==> src/hdl/wbps_pkg.sv <==
// shared types, register indexes and constants of the wildcard byte pattern scanner
`default_nettype none

package wbps_pkg;

    // fixed field and register widths
    localparam int BYTE_W     = 8;
    localparam int ADDR_W     = 32;
    localparam int LEN_W      = 5;
    localparam int CFG_DATA_W = 64;
    localparam int CFG_IDX_W  = 2;
    localparam int PAT_BYTES  = 16;
    localparam int PAT_IDX_W  = 4;

    // pattern byte that matches any data byte
    localparam logic [BYTE_W-1:0] WILDCARD_BYTE = 8'h2A;

    // configuration register indexes
    typedef enum logic [CFG_IDX_W-1:0] {
        REG_PATTERN_LOW    = 2'd0,
        REG_PATTERN_HIGH   = 2'd1,
        REG_PATTERN_LENGTH = 2'd2,
        REG_SEARCH_BASE    = 2'd3
    } reg_index_t;

    // configuration as seen by the matcher
    typedef struct packed {
        logic [PAT_BYTES*BYTE_W-1:0] pattern;
        logic [LEN_W-1:0]            length;
        logic [ADDR_W-1:0]           base;
    } cfg_t;

    // one result word
    typedef struct packed {
        logic              found;
        logic [ADDR_W-1:0] address;
    } result_t;

    // pattern byte idx out of the packed 16-byte pattern
    function automatic logic [BYTE_W-1:0] pattern_byte(
        input logic [PAT_BYTES*BYTE_W-1:0] pattern,
        input logic [PAT_IDX_W-1:0]        idx
    );
        pattern_byte = pattern[idx*BYTE_W +: BYTE_W];
    endfunction

endpackage

`default_nettype wire

==> src/hdl/wbps_cfg.sv <==
// configuration registers of the wildcard byte pattern scanner
`default_nettype none

module wbps_cfg (
    input  wire logic                                clk,
    input  wire logic                                rst_n,
    input  wire logic                                cfg_wen,
    input  wire logic [wbps_pkg::CFG_IDX_W-1:0]      cfg_index,
    input  wire logic [wbps_pkg::CFG_DATA_W-1:0]     cfg_data,
    output wbps_pkg::cfg_t                           cfg
);

    logic [wbps_pkg::CFG_DATA_W-1:0] pat_low_reg;
    logic [wbps_pkg::CFG_DATA_W-1:0] pat_high_reg;
    logic [wbps_pkg::LEN_W-1:0]      length_reg;
    logic [wbps_pkg::ADDR_W-1:0]     base_reg;

    // register writes, one index per write
    always_ff @(posedge clk or negedge rst_n)
    begin
        if (!rst_n)
        begin
            pat_low_reg  <= '0;
            pat_high_reg <= '0;
            length_reg   <= wbps_pkg::LEN_W'(1);
            base_reg     <= '0;
        end
        else if (cfg_wen)
        begin
            unique case (wbps_pkg::reg_index_t'(cfg_index))
                wbps_pkg::REG_PATTERN_LOW:    pat_low_reg  <= cfg_data;
                wbps_pkg::REG_PATTERN_HIGH:   pat_high_reg <= cfg_data;
                wbps_pkg::REG_PATTERN_LENGTH: length_reg   <= cfg_data[wbps_pkg::LEN_W-1:0];
                wbps_pkg::REG_SEARCH_BASE:    base_reg     <= cfg_data[wbps_pkg::ADDR_W-1:0];
                default:                      ;
            endcase
        end
    end

    assign cfg.pattern = {pat_high_reg, pat_low_reg};
    assign cfg.length  = length_reg;
    assign cfg.base    = base_reg;

endmodule

`default_nettype wire

==> src/hdl/wbps_match.sv <==
// byte window, parallel wildcard compare and per-region scan state
`default_nettype none

module wbps_match (
    input  wire logic                            clk,
    input  wire logic                            rst_n,
    input  wire logic                            step,
    input  wire logic [wbps_pkg::BYTE_W-1:0]     data_byte,
    input  wire logic                            last_byte,
    input  wbps_pkg::cfg_t                       cfg,
    output logic                                 result_valid,
    output wbps_pkg::result_t                    result
);

    localparam int MAX_PATTERN = wbps_pkg::PAT_BYTES;
    localparam int WIN_D = (MAX_PATTERN > 1) ? MAX_PATTERN - 1 : 1;

    logic [wbps_pkg::BYTE_W-1:0] win_reg  [WIN_D];
    logic [wbps_pkg::BYTE_W-1:0] win_next [WIN_D];
    logic [wbps_pkg::ADDR_W-1:0] seen_reg;
    logic [wbps_pkg::ADDR_W-1:0] seen_next;
    logic                        reported_reg;
    logic                        reported_next;

    logic [wbps_pkg::BYTE_W-1:0] hist [MAX_PATTERN];
    logic [MAX_PATTERN-1:0]      lane_ok;
    logic [wbps_pkg::LEN_W-1:0]  eff_len;
    logic [wbps_pkg::ADDR_W-1:0] count;
    logic                        enough;
    logic                        hit;
    logic                        match_now;

    // clamp the length register into 1..MAX_PATTERN
    always_comb
    begin
        priority if (cfg.length == '0)
            eff_len = wbps_pkg::LEN_W'(1);
        else if (cfg.length > wbps_pkg::LEN_W'(MAX_PATTERN))
            eff_len = wbps_pkg::LEN_W'(MAX_PATTERN);
        else
            eff_len = cfg.length;
    end

    // history view: lane 0 is the arriving byte, lane j the byte j back
    assign hist[0] = data_byte;
    for (genvar j = 1; j < MAX_PATTERN; j++)
    begin : g_hist
        assign hist[j] = win_reg[j-1];
    end

    // lane j meets pattern byte len-1-j; lanes beyond the length always pass
    for (genvar j = 0; j < MAX_PATTERN; j++)
    begin : g_lane
        logic [wbps_pkg::LEN_W-1:0]  pidx;
        logic [wbps_pkg::BYTE_W-1:0] pbyte;
        assign pidx  = eff_len - wbps_pkg::LEN_W'(j) - wbps_pkg::LEN_W'(1);
        assign pbyte = wbps_pkg::pattern_byte(cfg.pattern, pidx[wbps_pkg::PAT_IDX_W-1:0]);
        assign lane_ok[j] = (wbps_pkg::LEN_W'(j) >= eff_len)
                          || (pbyte == wbps_pkg::WILDCARD_BYTE)
                          || (pbyte == hist[j]);
    end

    assign hit = &lane_ok;

    // saturating byte count including the arriving byte
    assign count  = (seen_reg == '1) ? seen_reg : seen_reg + wbps_pkg::ADDR_W'(1);
    assign enough = count >= wbps_pkg::ADDR_W'(eff_len);

    assign match_now = !reported_reg && enough && hit;

    // result of the current word: first match, or not-found at region end
    assign result_valid   = match_now || (last_byte && !reported_reg);
    assign result.found   = match_now;
    assign result.address = match_now
                          ? cfg.base + count - wbps_pkg::ADDR_W'(eff_len)
                          : '0;

    // next scan state: shift the window or start a new region
    always_comb
    begin
        if (last_byte)
        begin
            for (int k = 0; k < WIN_D; k++)
                win_next[k] = '0;
            seen_next     = '0;
            reported_next = 1'b0;
        end
        else
        begin
            win_next[0] = data_byte;
            for (int k = 1; k < WIN_D; k++)
                win_next[k] = win_reg[k-1];
            seen_next     = count;
            reported_next = reported_reg || match_now;
        end
    end

    always_ff @(posedge clk or negedge rst_n)
    begin
        if (!rst_n)
        begin
            for (int k = 0; k < WIN_D; k++)
                win_reg[k] <= '0;
            seen_reg     <= '0;
            reported_reg <= 1'b0;
        end
        else if (step)
        begin
            win_reg      <= win_next;
            seen_reg     <= seen_next;
            reported_reg <= reported_next;
        end
    end

    // a reported match always belongs to a region with bytes in it
    a_reported_has_bytes: assert property (@(posedge clk) disable iff (!rst_n)
        reported_reg |-> (seen_reg != '0))
        else $error("match reported with empty byte count");

    // the last byte of a region starts a fresh scan
    a_region_restart: assert property (@(posedge clk) disable iff (!rst_n)
        (step && last_byte) |=> ((seen_reg == '0) && !reported_reg))
        else $error("scan state not cleared after last byte");

endmodule

`default_nettype wire

==> src/hdl/wildcard_byte_pattern_scanner_top.sv <==
// top level of the wildcard byte pattern scanner: stream ports and pipeline registers
//
// Usage
//   Slave stream: one byte of the search region per word, s_tdata[7:0] is the
//   byte, s_tlast marks the final byte of the region.
//   Master stream: at most one word per region. m_tuser is the found flag and
//   m_tdata is search_base plus the offset of the first matching byte, or zero
//   with m_tuser low when the region ended without a match.
//   Configuration: cfg_wen writes cfg_data into register cfg_index (0 pattern
//   bytes 0..7, 1 pattern bytes 8..15, 2 pattern length, 3 search base); write
//   only while no byte is in flight. Pattern byte 0x2A matches any byte.
//   Result path: a result word shows on m_tvalid once the byte that completes
//   the match or ends the region has passed the input and output registers.
//   Throughput: one byte per cycle unless the output stalls; the window
//   compare across all pattern lanes sits between the input register and the
//   output register.
//   Reset: scan state and pattern clear, length returns to one, and no separate
//   initialization is needed.
//   Stall: when m_tready is low with a result pending, the input register
//   takes at most one more byte, then s_tready drops until the result leaves.
`default_nettype none

module wildcard_byte_pattern_scanner_top (
    input  wire logic                                clk,
    input  wire logic                                rst_n,
    input  wire logic                                s_tvalid,
    output logic                                     s_tready,
    input  wire logic [7:0]                          s_tdata,    // data_byte
    input  wire logic                                s_tlast,    // last_byte
    output logic                                     m_tvalid,
    input  wire logic                                m_tready,
    output logic [wbps_pkg::ADDR_W-1:0]              m_tdata,    // match_address
    output logic                                     m_tuser,    // found
    input  wire logic                                cfg_wen,
    input  wire logic [wbps_pkg::CFG_IDX_W-1:0]      cfg_index,
    input  wire logic [wbps_pkg::CFG_DATA_W-1:0]     cfg_data
);

    wbps_pkg::cfg_t              cfg;
    logic                        in_valid_reg;
    logic [wbps_pkg::BYTE_W-1:0] in_byte_reg;
    logic                        in_last_reg;
    logic                        out_valid_reg;
    wbps_pkg::result_t           out_res_reg;
    logic                        advance;
    logic                        res_valid;
    wbps_pkg::result_t           res;

    wbps_cfg u_cfg (
        .clk       (clk),
        .rst_n     (rst_n),
        .cfg_wen   (cfg_wen),
        .cfg_index (cfg_index),
        .cfg_data  (cfg_data),
        .cfg       (cfg)
    );

    wbps_match u_match (
        .clk          (clk),
        .rst_n        (rst_n),
        .step         (advance),
        .data_byte    (in_byte_reg),
        .last_byte    (in_last_reg),
        .cfg          (cfg),
        .result_valid (res_valid),
        .result       (res)
    );

    // the held byte moves on when the output register is free or draining
    assign advance  = in_valid_reg && (!out_valid_reg || m_tready);
    assign s_tready = !in_valid_reg || advance;

    // input register
    always_ff @(posedge clk or negedge rst_n)
    begin
        if (!rst_n)
            in_valid_reg <= 1'b0;
        else if (s_tready)
            in_valid_reg <= s_tvalid;
    end

    always_ff @(posedge clk)
    begin
        if (s_tvalid && s_tready)
        begin
            in_byte_reg <= s_tdata;
            in_last_reg <= s_tlast;
        end
    end

    // output register
    always_ff @(posedge clk or negedge rst_n)
    begin
        if (!rst_n)
            out_valid_reg <= 1'b0;
        else if (advance && res_valid)
            out_valid_reg <= 1'b1;
        else if (m_tready)
            out_valid_reg <= 1'b0;
    end

    always_ff @(posedge clk)
    begin
        if (advance && res_valid)
            out_res_reg <= res;
    end

    assign m_tvalid = out_valid_reg;
    assign m_tuser  = out_res_reg.found;
    assign m_tdata  = out_res_reg.address;

    // a not-found word carries a zero address
    a_notfound_zero: assert property (@(posedge clk) disable iff (!rst_n)
        (m_tvalid && !m_tuser) |-> (m_tdata == '0))
        else $error("not-found word with nonzero address");

    // a held byte that cannot move stays in the input register
    a_in_hold: assert property (@(posedge clk) disable iff (!rst_n)
        (in_valid_reg && !advance) |=> (in_valid_reg && $stable(in_byte_reg)))
        else $error("input byte lost while output stalled");

endmodule

`default_nettype wire
==> config.mk <==
export PLATFORM = sky130hd
export DESIGN_NAME = wildcard_byte_pattern_scanner_top
export DESIGN_NICKNAME = d
export VERILOG_FILES = /design/src/hdl/wbps_pkg.sv /design/src/hdl/wbps_cfg.sv /design/src/hdl/wbps_match.sv /design/src/hdl/wildcard_byte_pattern_scanner_top.sv
export SDC_FILE = /design/constraint.sdc
export NUM_CORES = 1
export LEC_CHECK = 0
export BUFFER_PORTS_ARGS = -buffer_cell sky130_fd_sc_hd__buf_2
export CORE_AREA = 10 10 241 243
export CTS_BUF_LIST = sky130_fd_sc_hd__clkbuf_8
export DETAILED_ROUTE_END_ITERATION = 7
export DIE_AREA = 0 0 251 253
export PLACE_DENSITY_LB_ADDON = 0.05
export SLEW_MARGIN = 15
export SYNTH_ARGS = -nofsm -noshare
export SYNTH_HDL_FRONTEND = slang
export SYNTH_SLANG_ARGS = --single-unit
==> constraint.sdc <==
create_clock -name clk -period 9.77 [get_ports clk]
set_input_delay 0.4885 -clock clk [delete_from_list [all_inputs] [get_ports clk]]
set_output_delay 0.4885 -clock clk [all_outputs]
set_load 0.01 [all_outputs]
==> results_dict.tcl <==
set metrics [dict create \
    numPlacedInstances 3180 \
    post_route_cells_drive_above_1_share 0.240 \
    finalSetupViolCount 0 \
    ys_top_cells_by_area "sky130_fd_sc_hd__dfrtp_1, sky130_fd_sc_hd__mux4_2, sky130_fd_sc_hd__mux2_2" \
    maxCapViolCount 0 \
    cts_hold_buffers 11 \
    routed_wirelength_mm 93.9 \
    power_mw 7.44 \
    pin_count_of_the_biggest_net_entering_global_routing 119 \
    io_pins 115 \
    critPathSlowestCell "sky130_fd_sc_hd__dfstp_2" \
    rows 85 \
    power.leakage_nw 11.6 \
    die-area_um2 63500 \
    maximum_clock_frequency_ghz 0.124 \
    crit_path_end_kind "flop" \
    cp_max_fo 63 \
    worst_hold_class "in -> reg" \
    cts_inserted_buffers 67 \
    synth_largest_area_cell "sky130_fd_sc_hd__dfrtp_1" \
    ys_ff_latch 362 \
    groute.usage.overall 0.291 \
    fin_util 0.540 \
    relSlewSlack 0.144 \
    htree_levels 3 \
    global_route.overflow_total 0 \
    synth.cell_area_um2 26300 \
    cp_top_family "compound AO/OA/AOI/OAI gates" \
    ys_dominant_reg_cell "sky130_fd_sc_hd__dfrtp_1" \
    hold_path.startpoint "cfg_data[33]" \
    pwr_density_cell_nw_per_um2 258 \
    grt_pass1_vias 20500 \
    path_clk_slew_ns 0.06 \
    netlist_instances 2514 \
    power.ir.vdd_worst_v 0.000149 \
    final_period_minus_worst_setup_slack_ns 8.05 \
    synth_enable_flop_cells 42 \
    core-area_um2 53300 \
    die_h_um 253 \
    worstPathBufferInverterCount 1 \
    dp_hpwl_mm 72.5 \
    cp-startpoint "u_cfg.length_reg[0]" \
    yosysTopAreaCellShare 0.303 \
    largest_register_ff_count 120 \
    cts.sinks 362 \
    first_pass_grt_wire_length_mm 138 \
    arrival_ns 8.32 \
    crit_chain "o21a_4 -> ha_2 -> nor2_1 -> o21ai_4 -> buf_4 -> nand2_1 -> a22oi_1 -> mux4_2 -> or4bb_1 -> a211oi_1 -> a211oi_1 -> and4b_1 -> nand3_2 -> a21oi_4" \
    ctsLongestPathBuffers 3 \
    final.setup_skew_ns 0.0234 \
    postRouteAntennaNets 0 \
    stdcell_count 3314 \
    globalplace.congestion 1.07 \
    tightestPinTransition_ns 1.28 \
    clkLatencyLatePin_ns 0.67 \
    postCtsSetupRepairBufs 0 \
    dpl_worst_slack_ns 1.62 \
    first_iter_violations 2631 \
    antenna_found_initial 5 \
    layout.cells.most_common_list "sky130_fd_sc_hd__dfrtp_1, sky130_fd_sc_hd__nand2_1, sky130_fd_sc_hd__mux4_2" \
    die_w_um 251 \
    final_min_period_over_clock_period 0.823 \
    port_buffers 114 \
    post_synth_num_cell_types 90 \
    area_growth_pct 9.40 \
    synth_async_sr_flop_share 0.884 \
    startpoint_type "flop" \
    synth.avg_cell_area_um2 10.5 \
    nFillCells 4680 \
    drt-wirelength-per-cell_um 28.3 \
    worstPathRequired_ns 10.04 \
    fin_tns_setup_ns 0 \
    initial_core_util 0.494 \
    detailroute.via_count 21600 \
    max_stage_delay_ns 1.12 \
    clock_tree_root "sky130_fd_sc_hd__clkbuf_8" \
    hold_viol_final 0 \
    synth_nets 2673 \
    post-route-worst-setup-slack_ns 1.72 \
    dr.pass1.iters 8 \
    drt-vias-per-instance 6.51 \
    synth_seq_area_share 0.352 \
    mostFrequentLayoutCell "sky130_fd_sc_hd__dfrtp_1" \
    critical_path.most_common_cell "sky130_fd_sc_hd__a211oi_1" \
    yosysWarningCount 0 \
    setup_repair_after_global_routing_missed_its_margin "no" \
    nets 2723 \
    final_max_slew_viol_count 0 \
    post_cts_resized 0 \
    timing_worst_setup_path_type "reg -> reg" \
    run_status "finished, final reports clean" \
    remaining_drc_errors 0 \
    tritoncts_clock_tree "yes" \
    r2r_start "u_cfg.length_reg[0]" \
]
==> Yosys cell counts (all sizes together) (22+ instances only) <==
master    n
buf      58
ha       74
inv     104
a21oi   115
xnor2   119
xor2     60
a21o     22
a22oi    50
edfxtp   42
nand2   285
dfrtp   319
nand4    29
mux2    167
nor2     95
nand3    42
o21ai   175
nor3     22
clkbuf  111
mux4    190
nand2b  136
==> kinds of logic (layout without fill, tap and decap cells) <==
kind of cell / Yosys count / count (layout) / synth area share
other: 0 / 7 / 0
AO/OA/AOI/OAI: 511 / 511 / 0.124
flip-flops: 362 / 362 / 0.352
XOR/XNOR: 179 / 179 / 0.0598
multiplexers: 378 / 378 / 0.242
adder cells (fa/ha/maj): 79 / 79 / 0.0390
AND/OR/NAND/NOR: 729 / 729 / 0.141
buffers and inverters: 276 / 373 / 0.0421
==> stage by stage <==
stage               cell area (µm²)  hold WS (ns)
floorplan                     26300         0.193
global placement              27300         0.488
detailed placement            27300         0.494
CTS                           28800        0.0140
global route                  28800        0.0439
finish                        28800        0.0595
==> path summary, 6_finish.rpt <==
| path | end | slack (ns) | cells past startpoint |
|---|---|---|---|
| worst max-delay path | m_tdata[30] | 1.72 | 14 |
| worst min-delay path | u_cfg.pat_low_reg[33] | 0.06 | 2 |
| worst max register to register | m_tdata[30] | 1.72 | 14 |
| worst min register to register | u_cfg.base_reg[25] | 0.50 | 1 |
| max in group asynchronous | u_match.hist[7] | 6.98 | 4 |
| min in group asynchronous | u_match.seen_reg[14] | 0.45 | 2 |
==> report_power, final <==
| part | switching [mW] | internal [mW] |
|---|---|---|
| Combinational | 2.34 | 1.72 |
| Clock | 0.673 | 0.768 |
| Sequential | 0.251 | 1.69 |
| Total | 3.26 | 4.18 |
==> routing by layer <==
metal  part of all wire  vias to the layer above  GRT usage
met1               0.43                    11000      0.415
met2               0.44                     1041      0.435
li1                   -                     9393          -
met4              0.033                        0     0.0979
met5                  0                        -          0
met3              0.094                      166     0.0601
==> final cells by class <==
cell class / instances / area [µm²] / area share
diodes: 7 / 17.5 / 0.000608
clock inverters: 40 / 253 / 0.00878
inverters: 107 / 403 / 0.0140
repair buffers: 150 / 878 / 0.0305
well taps: 696 / 871 / 0.0302
clock buffers: 76 / 1050 / 0.0363
flip-flops and latches: 362 / 9270 / 0.322
multi-input cells: 1876 / 16100 / 0.558
Note: power is estimated with default switching activity, not from simulation.
